$ cat config.mk
export PLATFORM = sky130hd
export DESIGN_NAME = weighted_bray_curtis_distance_top
export DESIGN_NICKNAME = d
export VERILOG_FILES = /design/src/wbcd_pkg.sv /design/src/wbcd_front.sv /design/src/wbcd_queue.sv /design/src/wbcd_back.sv /design/src/weighted_bray_curtis_distance_top.sv
export VERILOG_INCLUDE_DIRS = /design/src /design/src/src
export SDC_FILE = /design/constraint.sdc
export NUM_CORES = 2
export LEC_CHECK = 0
export BUFFER_PORTS_ARGS = -buffer_cell sky130_fd_sc_hd__buf_2
export CAP_MARGIN = 10
export CORE_ASPECT_RATIO = 1.5
export CORE_MARGIN = 5
export CORE_UTILIZATION = 50
export CTS_BUF_LIST = sky130_fd_sc_hd__clkbuf_8
export DETAILED_ROUTE_END_ITERATION = 8
export PLACE_DENSITY = 0.66
export SYNTH_ARGS = -nofsm -noshare
export SYNTH_HDL_FRONTEND = slang
export SYNTH_SLANG_ARGS = --single-unit
$ cat constraint.sdc
create_clock -name i_clk -period 19 [get_ports i_clk]
set_input_delay 3.8 -clock i_clk [delete_from_list [all_inputs] [get_ports i_clk]]
set_output_delay 3.8 -clock i_clk [all_outputs]
set_load 0.005 [all_outputs]
$ cat src/weighted_bray_curtis_distance_top_macros.svh
// Assertion macros for the weighted Bray-Curtis distance block.
// Used by the top level only; no other dependencies.
`ifndef WEIGHTED_BRAY_CURTIS_DISTANCE_TOP_MACROS_SVH
`define WEIGHTED_BRAY_CURTIS_DISTANCE_TOP_MACROS_SVH
`ifndef SYNTHESIS
// Checks a condition at every clock edge outside reset.
`define WBCD_ASSERT(lbl, clk, rst_n, cond, msg) \
    lbl: assert property (@(posedge clk) disable iff (!rst_n) (cond)) else $error(msg);
// Checks that a consequent holds in the same cycle as its antecedent.
`define WBCD_ASSERT_IMPL(lbl, clk, rst_n, ante, cons, msg) \
    lbl: assert property (@(posedge clk) disable iff (!rst_n) (ante) |-> (cons)) else $error(msg);
`else
`define WBCD_ASSERT(lbl, clk, rst_n, cond, msg)
`define WBCD_ASSERT_IMPL(lbl, clk, rst_n, ante, cons, msg)
`endif
`endif

$ cat src/wbcd_pkg.sv
// Shared types and constants of the weighted Bray-Curtis distance block.
// No dependencies; used by every module of the block.
package wbcd_pkg;

    localparam int ACC_W   = 45;  // accumulator width
    localparam int NPROD_W = 32;  // w * |a-b|
    localparam int DPROD_W = 33;  // w * (a+b)
    localparam int Q_BITS  = 16;  // fraction bits of the distance
    localparam int CNT_W   = 4;   // counts Q_BITS division steps

    typedef struct packed {
        logic [15:0] count_a;
        logic [15:0] count_b;
        logic [15:0] feature_weight;
        logic        last_feature;
    } t_in_item;

    typedef struct packed {
        logic [15:0] distance;
        logic        zero_denominator;
    } t_out_item;

    typedef struct packed {
        logic [ACC_W-1:0] num;
        logic [ACC_W-1:0] den;
    } t_pair;

    typedef struct packed {
        logic full;
        logic empty;
    } t_q_status;

endpackage

$ cat src/wbcd_front.sv
// Front end: accepts features, forms the two weighted products and accumulates them.
// Depends on wbcd_pkg; pushes finished sum pairs into wbcd_queue.
module wbcd_front (
    input  logic              i_clk,
    input  logic              i_rst_n,
    input  logic              i_valid,
    output logic              o_ready,
    input  wbcd_pkg::t_in_item i_data,
    output logic              o_push,
    output wbcd_pkg::t_pair   o_pair,
    input  logic              i_full
);

    logic                          r_p_valid;
    logic                          r_p_last;
    logic [wbcd_pkg::NPROD_W-1:0]  r_p_num;
    logic [wbcd_pkg::DPROD_W-1:0]  r_p_den;
    logic [wbcd_pkg::ACC_W-1:0]    r_num_acc;
    logic [wbcd_pkg::ACC_W-1:0]    r_den_acc;

    logic                          w_stall;
    logic [15:0]                   w_diff;
    logic [16:0]                   w_sum;
    logic [wbcd_pkg::NPROD_W-1:0]  w_num_prod;
    logic [wbcd_pkg::DPROD_W-1:0]  w_den_prod;
    logic [wbcd_pkg::ACC_W:0]      w_num_next;
    logic [wbcd_pkg::ACC_W:0]      w_den_next;
    logic [wbcd_pkg::ACC_W-1:0]    w_num_sat;
    logic [wbcd_pkg::ACC_W-1:0]    w_den_sat;

    // The product stage holds only while a last feature waits for queue space.
    assign w_stall = r_p_valid && r_p_last && i_full;
    assign o_ready = !w_stall;

    assign w_diff = (i_data.count_a > i_data.count_b) ? (i_data.count_a - i_data.count_b)
                                                      : (i_data.count_b - i_data.count_a);
    assign w_sum  = {1'b0, i_data.count_a} + {1'b0, i_data.count_b};

    assign w_num_prod = {16'b0, i_data.feature_weight} * {16'b0, w_diff};
    assign w_den_prod = {17'b0, i_data.feature_weight} * {16'b0, w_sum};

    // The carry out of bit 44 is the only way past 2^45-1, so it selects the clamp.
    assign w_num_next = {1'b0, r_num_acc} + {{(wbcd_pkg::ACC_W+1-wbcd_pkg::NPROD_W){1'b0}}, r_p_num};
    assign w_den_next = {1'b0, r_den_acc} + {{(wbcd_pkg::ACC_W+1-wbcd_pkg::DPROD_W){1'b0}}, r_p_den};
    assign w_num_sat  = w_num_next[wbcd_pkg::ACC_W] ? '1 : w_num_next[wbcd_pkg::ACC_W-1:0];
    assign w_den_sat  = w_den_next[wbcd_pkg::ACC_W] ? '1 : w_den_next[wbcd_pkg::ACC_W-1:0];

    assign o_push     = r_p_valid && r_p_last && !i_full;
    assign o_pair.num = w_num_sat;
    assign o_pair.den = w_den_sat;

    always_ff @(posedge i_clk) begin
        if (!i_rst_n) begin
            r_p_valid <= 1'b0;
            r_num_acc <= '0;
            r_den_acc <= '0;
        end else if (!w_stall) begin
            r_p_valid <= i_valid;
            if (r_p_valid) begin
                if (r_p_last) begin
                    r_num_acc <= '0;
                    r_den_acc <= '0;
                end else begin
                    r_num_acc <= w_num_sat;
                    r_den_acc <= w_den_sat;
                end
            end
        end
    end

    always_ff @(posedge i_clk) begin
        if (!w_stall && i_valid) begin
            r_p_num  <= w_num_prod;
            r_p_den  <= w_den_prod;
            r_p_last <= i_data.last_feature;
        end
    end

endmodule

$ cat src/wbcd_queue.sv
// Two-entry queue of finished numerator and denominator sums.
// Depends on wbcd_pkg; sits between wbcd_front and wbcd_back.
module wbcd_queue (
    input  logic                i_clk,
    input  logic                i_rst_n,
    input  logic                i_push,
    input  wbcd_pkg::t_pair     i_pair,
    input  logic                i_pop,
    output wbcd_pkg::t_pair     o_pair,
    output wbcd_pkg::t_q_status o_status
);

    wbcd_pkg::t_pair r_mem [2];
    logic            r_wr_ptr;
    logic            r_rd_ptr;
    logic [1:0]      r_count;

    assign o_pair         = r_mem[r_rd_ptr];
    assign o_status.full  = (r_count == 2'd2);
    assign o_status.empty = (r_count == 2'd0);

    always_ff @(posedge i_clk) begin
        if (!i_rst_n) begin
            r_wr_ptr <= 1'b0;
            r_rd_ptr <= 1'b0;
            r_count  <= 2'd0;
        end else begin
            if (i_push) begin
                r_wr_ptr <= !r_wr_ptr;
            end
            if (i_pop) begin
                r_rd_ptr <= !r_rd_ptr;
            end
            case ({i_push, i_pop})
                2'b10:   r_count <= r_count + 2'd1;
                2'b01:   r_count <= r_count - 2'd1;
                default: r_count <= r_count;
            endcase
        end
    end

    always_ff @(posedge i_clk) begin
        if (i_push) begin
            r_mem[r_wr_ptr] <= i_pair;
        end
    end

endmodule

$ cat src/wbcd_back.sv
// Back end: restoring divider, one quotient bit a cycle, and the output register.
// Depends on wbcd_pkg; takes sum pairs from wbcd_queue.
module wbcd_back (
    input  logic                i_clk,
    input  logic                i_rst_n,
    input  wbcd_pkg::t_pair     i_pair,
    input  logic                i_empty,
    output logic                o_pop,
    output logic                o_valid,
    input  logic                i_ready,
    output wbcd_pkg::t_out_item o_data
);

    typedef enum logic [1:0] {
        S_IDLE,
        S_DIV,
        S_DONE
    } t_state;

    t_state                          r_state;
    logic [wbcd_pkg::ACC_W:0]        r_rem;
    logic [wbcd_pkg::ACC_W-1:0]      r_den;
    logic [wbcd_pkg::Q_BITS-1:0]     r_quot;
    logic                            r_zero;
    logic [wbcd_pkg::CNT_W-1:0]      r_cnt;
    logic                            r_out_valid;
    wbcd_pkg::t_out_item             r_out;

    logic [wbcd_pkg::ACC_W:0]        w_shift;
    logic                            w_ge;
    logic                            w_out_free;

    assign o_pop      = (r_state == S_IDLE) && !i_empty;
    assign o_valid    = r_out_valid;
    assign o_data     = r_out;
    assign w_out_free = !r_out_valid || i_ready;

    // The remainder stays below the divisor, so it fits in ACC_W bits before the shift.
    assign w_shift = {r_rem[wbcd_pkg::ACC_W-1:0], 1'b0};
    assign w_ge    = (w_shift >= {1'b0, r_den});

    always_ff @(posedge i_clk) begin
        if (!i_rst_n) begin
            r_state     <= S_IDLE;
            r_out_valid <= 1'b0;
        end else begin
            // In S_DONE the output register is refilled by the state below instead.
            if (r_out_valid && i_ready && (r_state != S_DONE)) begin
                r_out_valid <= 1'b0;
            end
            case (r_state)
                S_IDLE: begin
                    if (!i_empty) begin
                        r_den <= i_pair.den;
                        r_rem <= {1'b0, i_pair.num};
                        r_cnt <= '0;
                        if (i_pair.den == '0) begin
                            r_quot  <= '0;
                            r_zero  <= 1'b1;
                            r_state <= S_DONE;
                        end else if (i_pair.num >= i_pair.den) begin
                            r_quot  <= '1;
                            r_zero  <= 1'b0;
                            r_state <= S_DONE;
                        end else begin
                            r_quot  <= '0;
                            r_zero  <= 1'b0;
                            r_state <= S_DIV;
                        end
                    end
                end
                S_DIV: begin
                    r_rem  <= w_ge ? (w_shift - {1'b0, r_den}) : w_shift;
                    r_quot <= {r_quot[wbcd_pkg::Q_BITS-2:0], w_ge};
                    r_cnt  <= r_cnt + 1'b1;
                    if (r_cnt == wbcd_pkg::CNT_W'(wbcd_pkg::Q_BITS - 1)) begin
                        r_state <= S_DONE;
                    end
                end
                S_DONE: begin
                    if (w_out_free) begin
                        r_out_valid            <= 1'b1;
                        r_out.distance         <= r_quot;
                        r_out.zero_denominator <= r_zero;
                        r_state                <= S_IDLE;
                    end
                end
                default: begin
                    r_state <= S_IDLE;
                end
            endcase
        end
    end

endmodule

$ cat src/weighted_bray_curtis_distance_top.sv
// Top level of the weighted Bray-Curtis distance block.
// Depends on wbcd_pkg, wbcd_front, wbcd_queue, wbcd_back and the assertion macro header.
//
//   Channel   Direction  Handshake          Payload
//   features  in         i_valid / o_ready  i_data (t_in_item)
//   distance  out        o_valid / i_ready  o_data (t_out_item)
//
// The front end takes one feature transfer every cycle while o_ready is high. After the last
// feature, its sums pass from the product register through the queue to the divider, which
// loads the pair, forms the quotient bits (skipped for a zero denominator or a full-scale
// ratio), fills the output register and raises o_valid, and only then takes the next pair.
// Two finished pairs can wait in the queue; o_ready drops only when a last feature finds it
// full. Reset is synchronous and active low and clears sums and control.
`include "weighted_bray_curtis_distance_top_macros.svh"

module weighted_bray_curtis_distance_top (
    input  logic                i_clk,
    input  logic                i_rst_n,
    input  logic                i_valid,
    output logic                o_ready,
    input  wbcd_pkg::t_in_item  i_data,
    output logic                o_valid,
    input  logic                i_ready,
    output wbcd_pkg::t_out_item o_data
);

    // Sum pairs travel from the accumulators to the divider through this queue.
    logic                w_push;
    logic                w_pop;
    wbcd_pkg::t_pair     w_front_pair;
    wbcd_pkg::t_pair     w_queue_pair;
    wbcd_pkg::t_q_status w_q_status;

    wbcd_front u_front (
        .i_clk   (i_clk),
        .i_rst_n (i_rst_n),
        .i_valid (i_valid),
        .o_ready (o_ready),
        .i_data  (i_data),
        .o_push  (w_push),
        .o_pair  (w_front_pair),
        .i_full  (w_q_status.full)
    );

    wbcd_queue u_queue (
        .i_clk    (i_clk),
        .i_rst_n  (i_rst_n),
        .i_push   (w_push),
        .i_pair   (w_front_pair),
        .i_pop    (w_pop),
        .o_pair   (w_queue_pair),
        .o_status (w_q_status)
    );

    // The divider takes a pair only when it is idle and the queue holds one.
    wbcd_back u_back (
        .i_clk   (i_clk),
        .i_rst_n (i_rst_n),
        .i_pair  (w_queue_pair),
        .i_empty (w_q_status.empty),
        .o_pop   (w_pop),
        .o_valid (o_valid),
        .i_ready (i_ready),
        .o_data  (o_data)
    );

    `WBCD_ASSERT(a_no_push_full, i_clk, i_rst_n, !(w_push && w_q_status.full), "push into full queue")
    `WBCD_ASSERT(a_no_pop_empty, i_clk, i_rst_n, !(w_pop && w_q_status.empty), "pop from empty queue")
    `WBCD_ASSERT_IMPL(a_zero_dist, i_clk, i_rst_n, o_valid && o_data.zero_denominator, o_data.distance == 16'd0, "nonzero distance with zero denominator")

endmodule
==> results.cfg <==
[worst_setup_path]
worstPathRequired_ps = 19390
criticalPathCategory = primary input to flop
crit_path_start_kind = primary input
cp_max_fo = 22
end_kind = flop
slowest_delay_ps = 860
worstPathArrival_ps = 13130
crit_slowest_cell = ha_1

[grt]
first_global_vias = 35300
grt_antenna_before_repair = 1
grt_max_degree = 87
track_usage = 0.239
overflow = 0
grt_pass1_wl_um = 190000

[final_layout]
mostFrequentLayoutCells = inv_1, nand2_1, ha_1
drive_above_1_share = 0.0903
n_fill_cell = 8301
stdcell_count = 5989
area_growth_pct = 6.52
layout_commonest_cell = inv_1
nets = 5636

[floorplanning]
fp.dieW_um = 258
num_rows = 136
dieArea_um2 = 98700
start_util = 0.504
die_y_um = 382
fp.coreArea_um2 = 91700
ios = 72

[cts]
post_cts_buffers = 0
tritoncts = yes
cts_hold_buf = 0
cts.sinks = 472
insertion_delay_ps = 660
numCtsBuffers = 66
post_cts_resized = 0
clockBufferDepth = 3
htreeDepth = 3
cts-root-buf = clkbuf_8
clkTransAtPathRegs_ps = 60

[timing]
rsz0062_at_grt = no
finClkSkew_ps = 33.8
period_needed_ps = 12750
drv_slew = 0
finalCritPeriodShare = 0.671
slew_headroom = 0.155
setup_viol = 0
setup_tns_ps = 0
fmax_mhz = 78.5
final_hold_viol_count = 0
tightestPinTransition_ps = 1260

[min_path]
hp-class = flop to flop

[logic_synthesis]
synthFlopType = edfxtp_1
ys_seq_area_frac = 0.285
synthCells = 4791
yosysWarnings = 0
async_reset_ff_frac = 0
synth_nets = 5665
synth_seq_cells = 472
synth-edff-count = 373
synth.distinct_cells = 90
syn-cell-area_um2 = 46200
avgSynthCellArea_um2 = 9.65

[placed_design]
port_buffers = 71
dpl.hpwl_um = 91100
dp_cells = 5866
routabilityCongestion = 0.916

[drt]
vias_per_cell = 5.69
vias = 34100
wl_per_cell_um = 19.9
post-route-drc-count = 0
routed_wl_um = 119000
drt_iter0_drc = 2078
dr.pass1.iters = 6
ant_nets = 0

[status]
outcome = finished clean

[flow_run]
maxCapViolCount = 0
## flip-flops by register name (all words and copies together), names as in the netlist, 2 cells and up, named ones only
signal and flops:
u_front.r_num_acc 45, u_queue.r_mem 180, u_back.r_cnt 4, u_front.r_p_num 32, u_back.o_data 17, u_back.r_rem 45
u_back.r_den 45, u_back.r_quot 16, u_back.r_state 2, u_queue.r_count 2, u_front.r_den_acc 45, u_front.r_p_den 32
## path summary, 6_finish.rpt
check	startpoint	end	slack, ps	depth (start not counted)
worst max-delay path	i_data[28]	u_front.r_p_num[28]$_DFFE_PP_	6250	31
worst min register to register	u_back.r_quot[15]$_DFFE_PP_	u_back.o_data[16]$_DFFE_PP_	430	0
worst min-delay path	u_back.r_quot[15]$_DFFE_PP_	u_back.o_data[16]$_DFFE_PP_	430	0
worst max register to register	flop	u_back.r_quot[0]$_DFFE_PP_	14120	14
## synthesized netlist by cell type (71+ instances only)
master / count / share of area
xnor2_1: 120 / 0.023
clkbuf_1: 181 / 0.015
mux2i_1: 88 / 0.019
inv_1: 668 / 0.054
a22o_1: 71 / 0.013
dfxtp_1: 99 / 0.043
o21ai_0: 124 / 0.013
edfxtp_1: 373 / 0.24
a21o_1: 171 / 0.028
a21oi_1: 245 / 0.027
nor2_1: 202 / 0.016
fa_1: 408 / 0.18
and2_1: 196 / 0.027
ha_1: 413 / 0.11
nand2_1: 520 / 0.042
mux2_2: 90 / 0.022
## cell families (layout without fill, tap and decap cells)
kind of cell,Yosys count,count (layout),synth area share
muxes,178,178,0.0410
buffers and inverters,904,928,0.0766
and+or+nand+nor,1318,1318,0.138
AOI/OAI and AO/OA,915,915,0.136
other,0,1,0
DFF,472,472,0.285
xor gates and xnor gates,183,183,0.0348
adders and majority gates,821,821,0.289
## metrics by stage
step	cell area [µm²]	hold WS (ps)	utilization	setup slack, ps
finish	49200	432	0.537	6250
global placement	47700	405	0.520	5940
detailed placement	47700	414	0.520	5710
floorplan	46200	400	-	7040
CTS	49200	430	0.537	6380
global route	49200	430	0.537	5820
## metal layers
metal	routed length [µm]	vias to the layer above	global-route usage
li1	-	16100	-
met1	44900	16600	0.266
met2	62700	956	0.447
met3	5070	348	0.0284
met4	6820	0	0.122
met5	0	-	0
## area by class of cell
| class | count | area, µm² | area share |
|---|---|---|---|
| Inverter | 668 | 2510 | 0.0509 |
| Tap cell | 1173 | 1470 | 0.0298 |
| Timing Repair Buffer | 139 | 873 | 0.0177 |
| Clock inverter | 45 | 477 | 0.00968 |
| Sequential cell | 472 | 13200 | 0.268 |
| Antenna cell | 1 | 2.50 | 0.0000508 |
| Clock buffer | 76 | 1050 | 0.0212 |
| Multi-Input combinational cell | 3415 | 29700 | 0.603 |
## worst max-delay path: cells and delay by family
| kind | cells | cell delay [ps] |
|---|---|---|
| adder cells (fa/ha/maj) | 8 | 4190 |
| AND/OR/NAND/NOR | 4 | 940 |
| AO/OA/AOI/OAI | 10 | 2080 |
| multiplexers | 1 | 260 |
| buffers and inverters | 6 | 970 |
| XOR/XNOR | 2 | 850 |
Power is left out: the tool's default activity adds up to more than one toggle a clock period on the data nets, which glitch-free logic cannot reach.
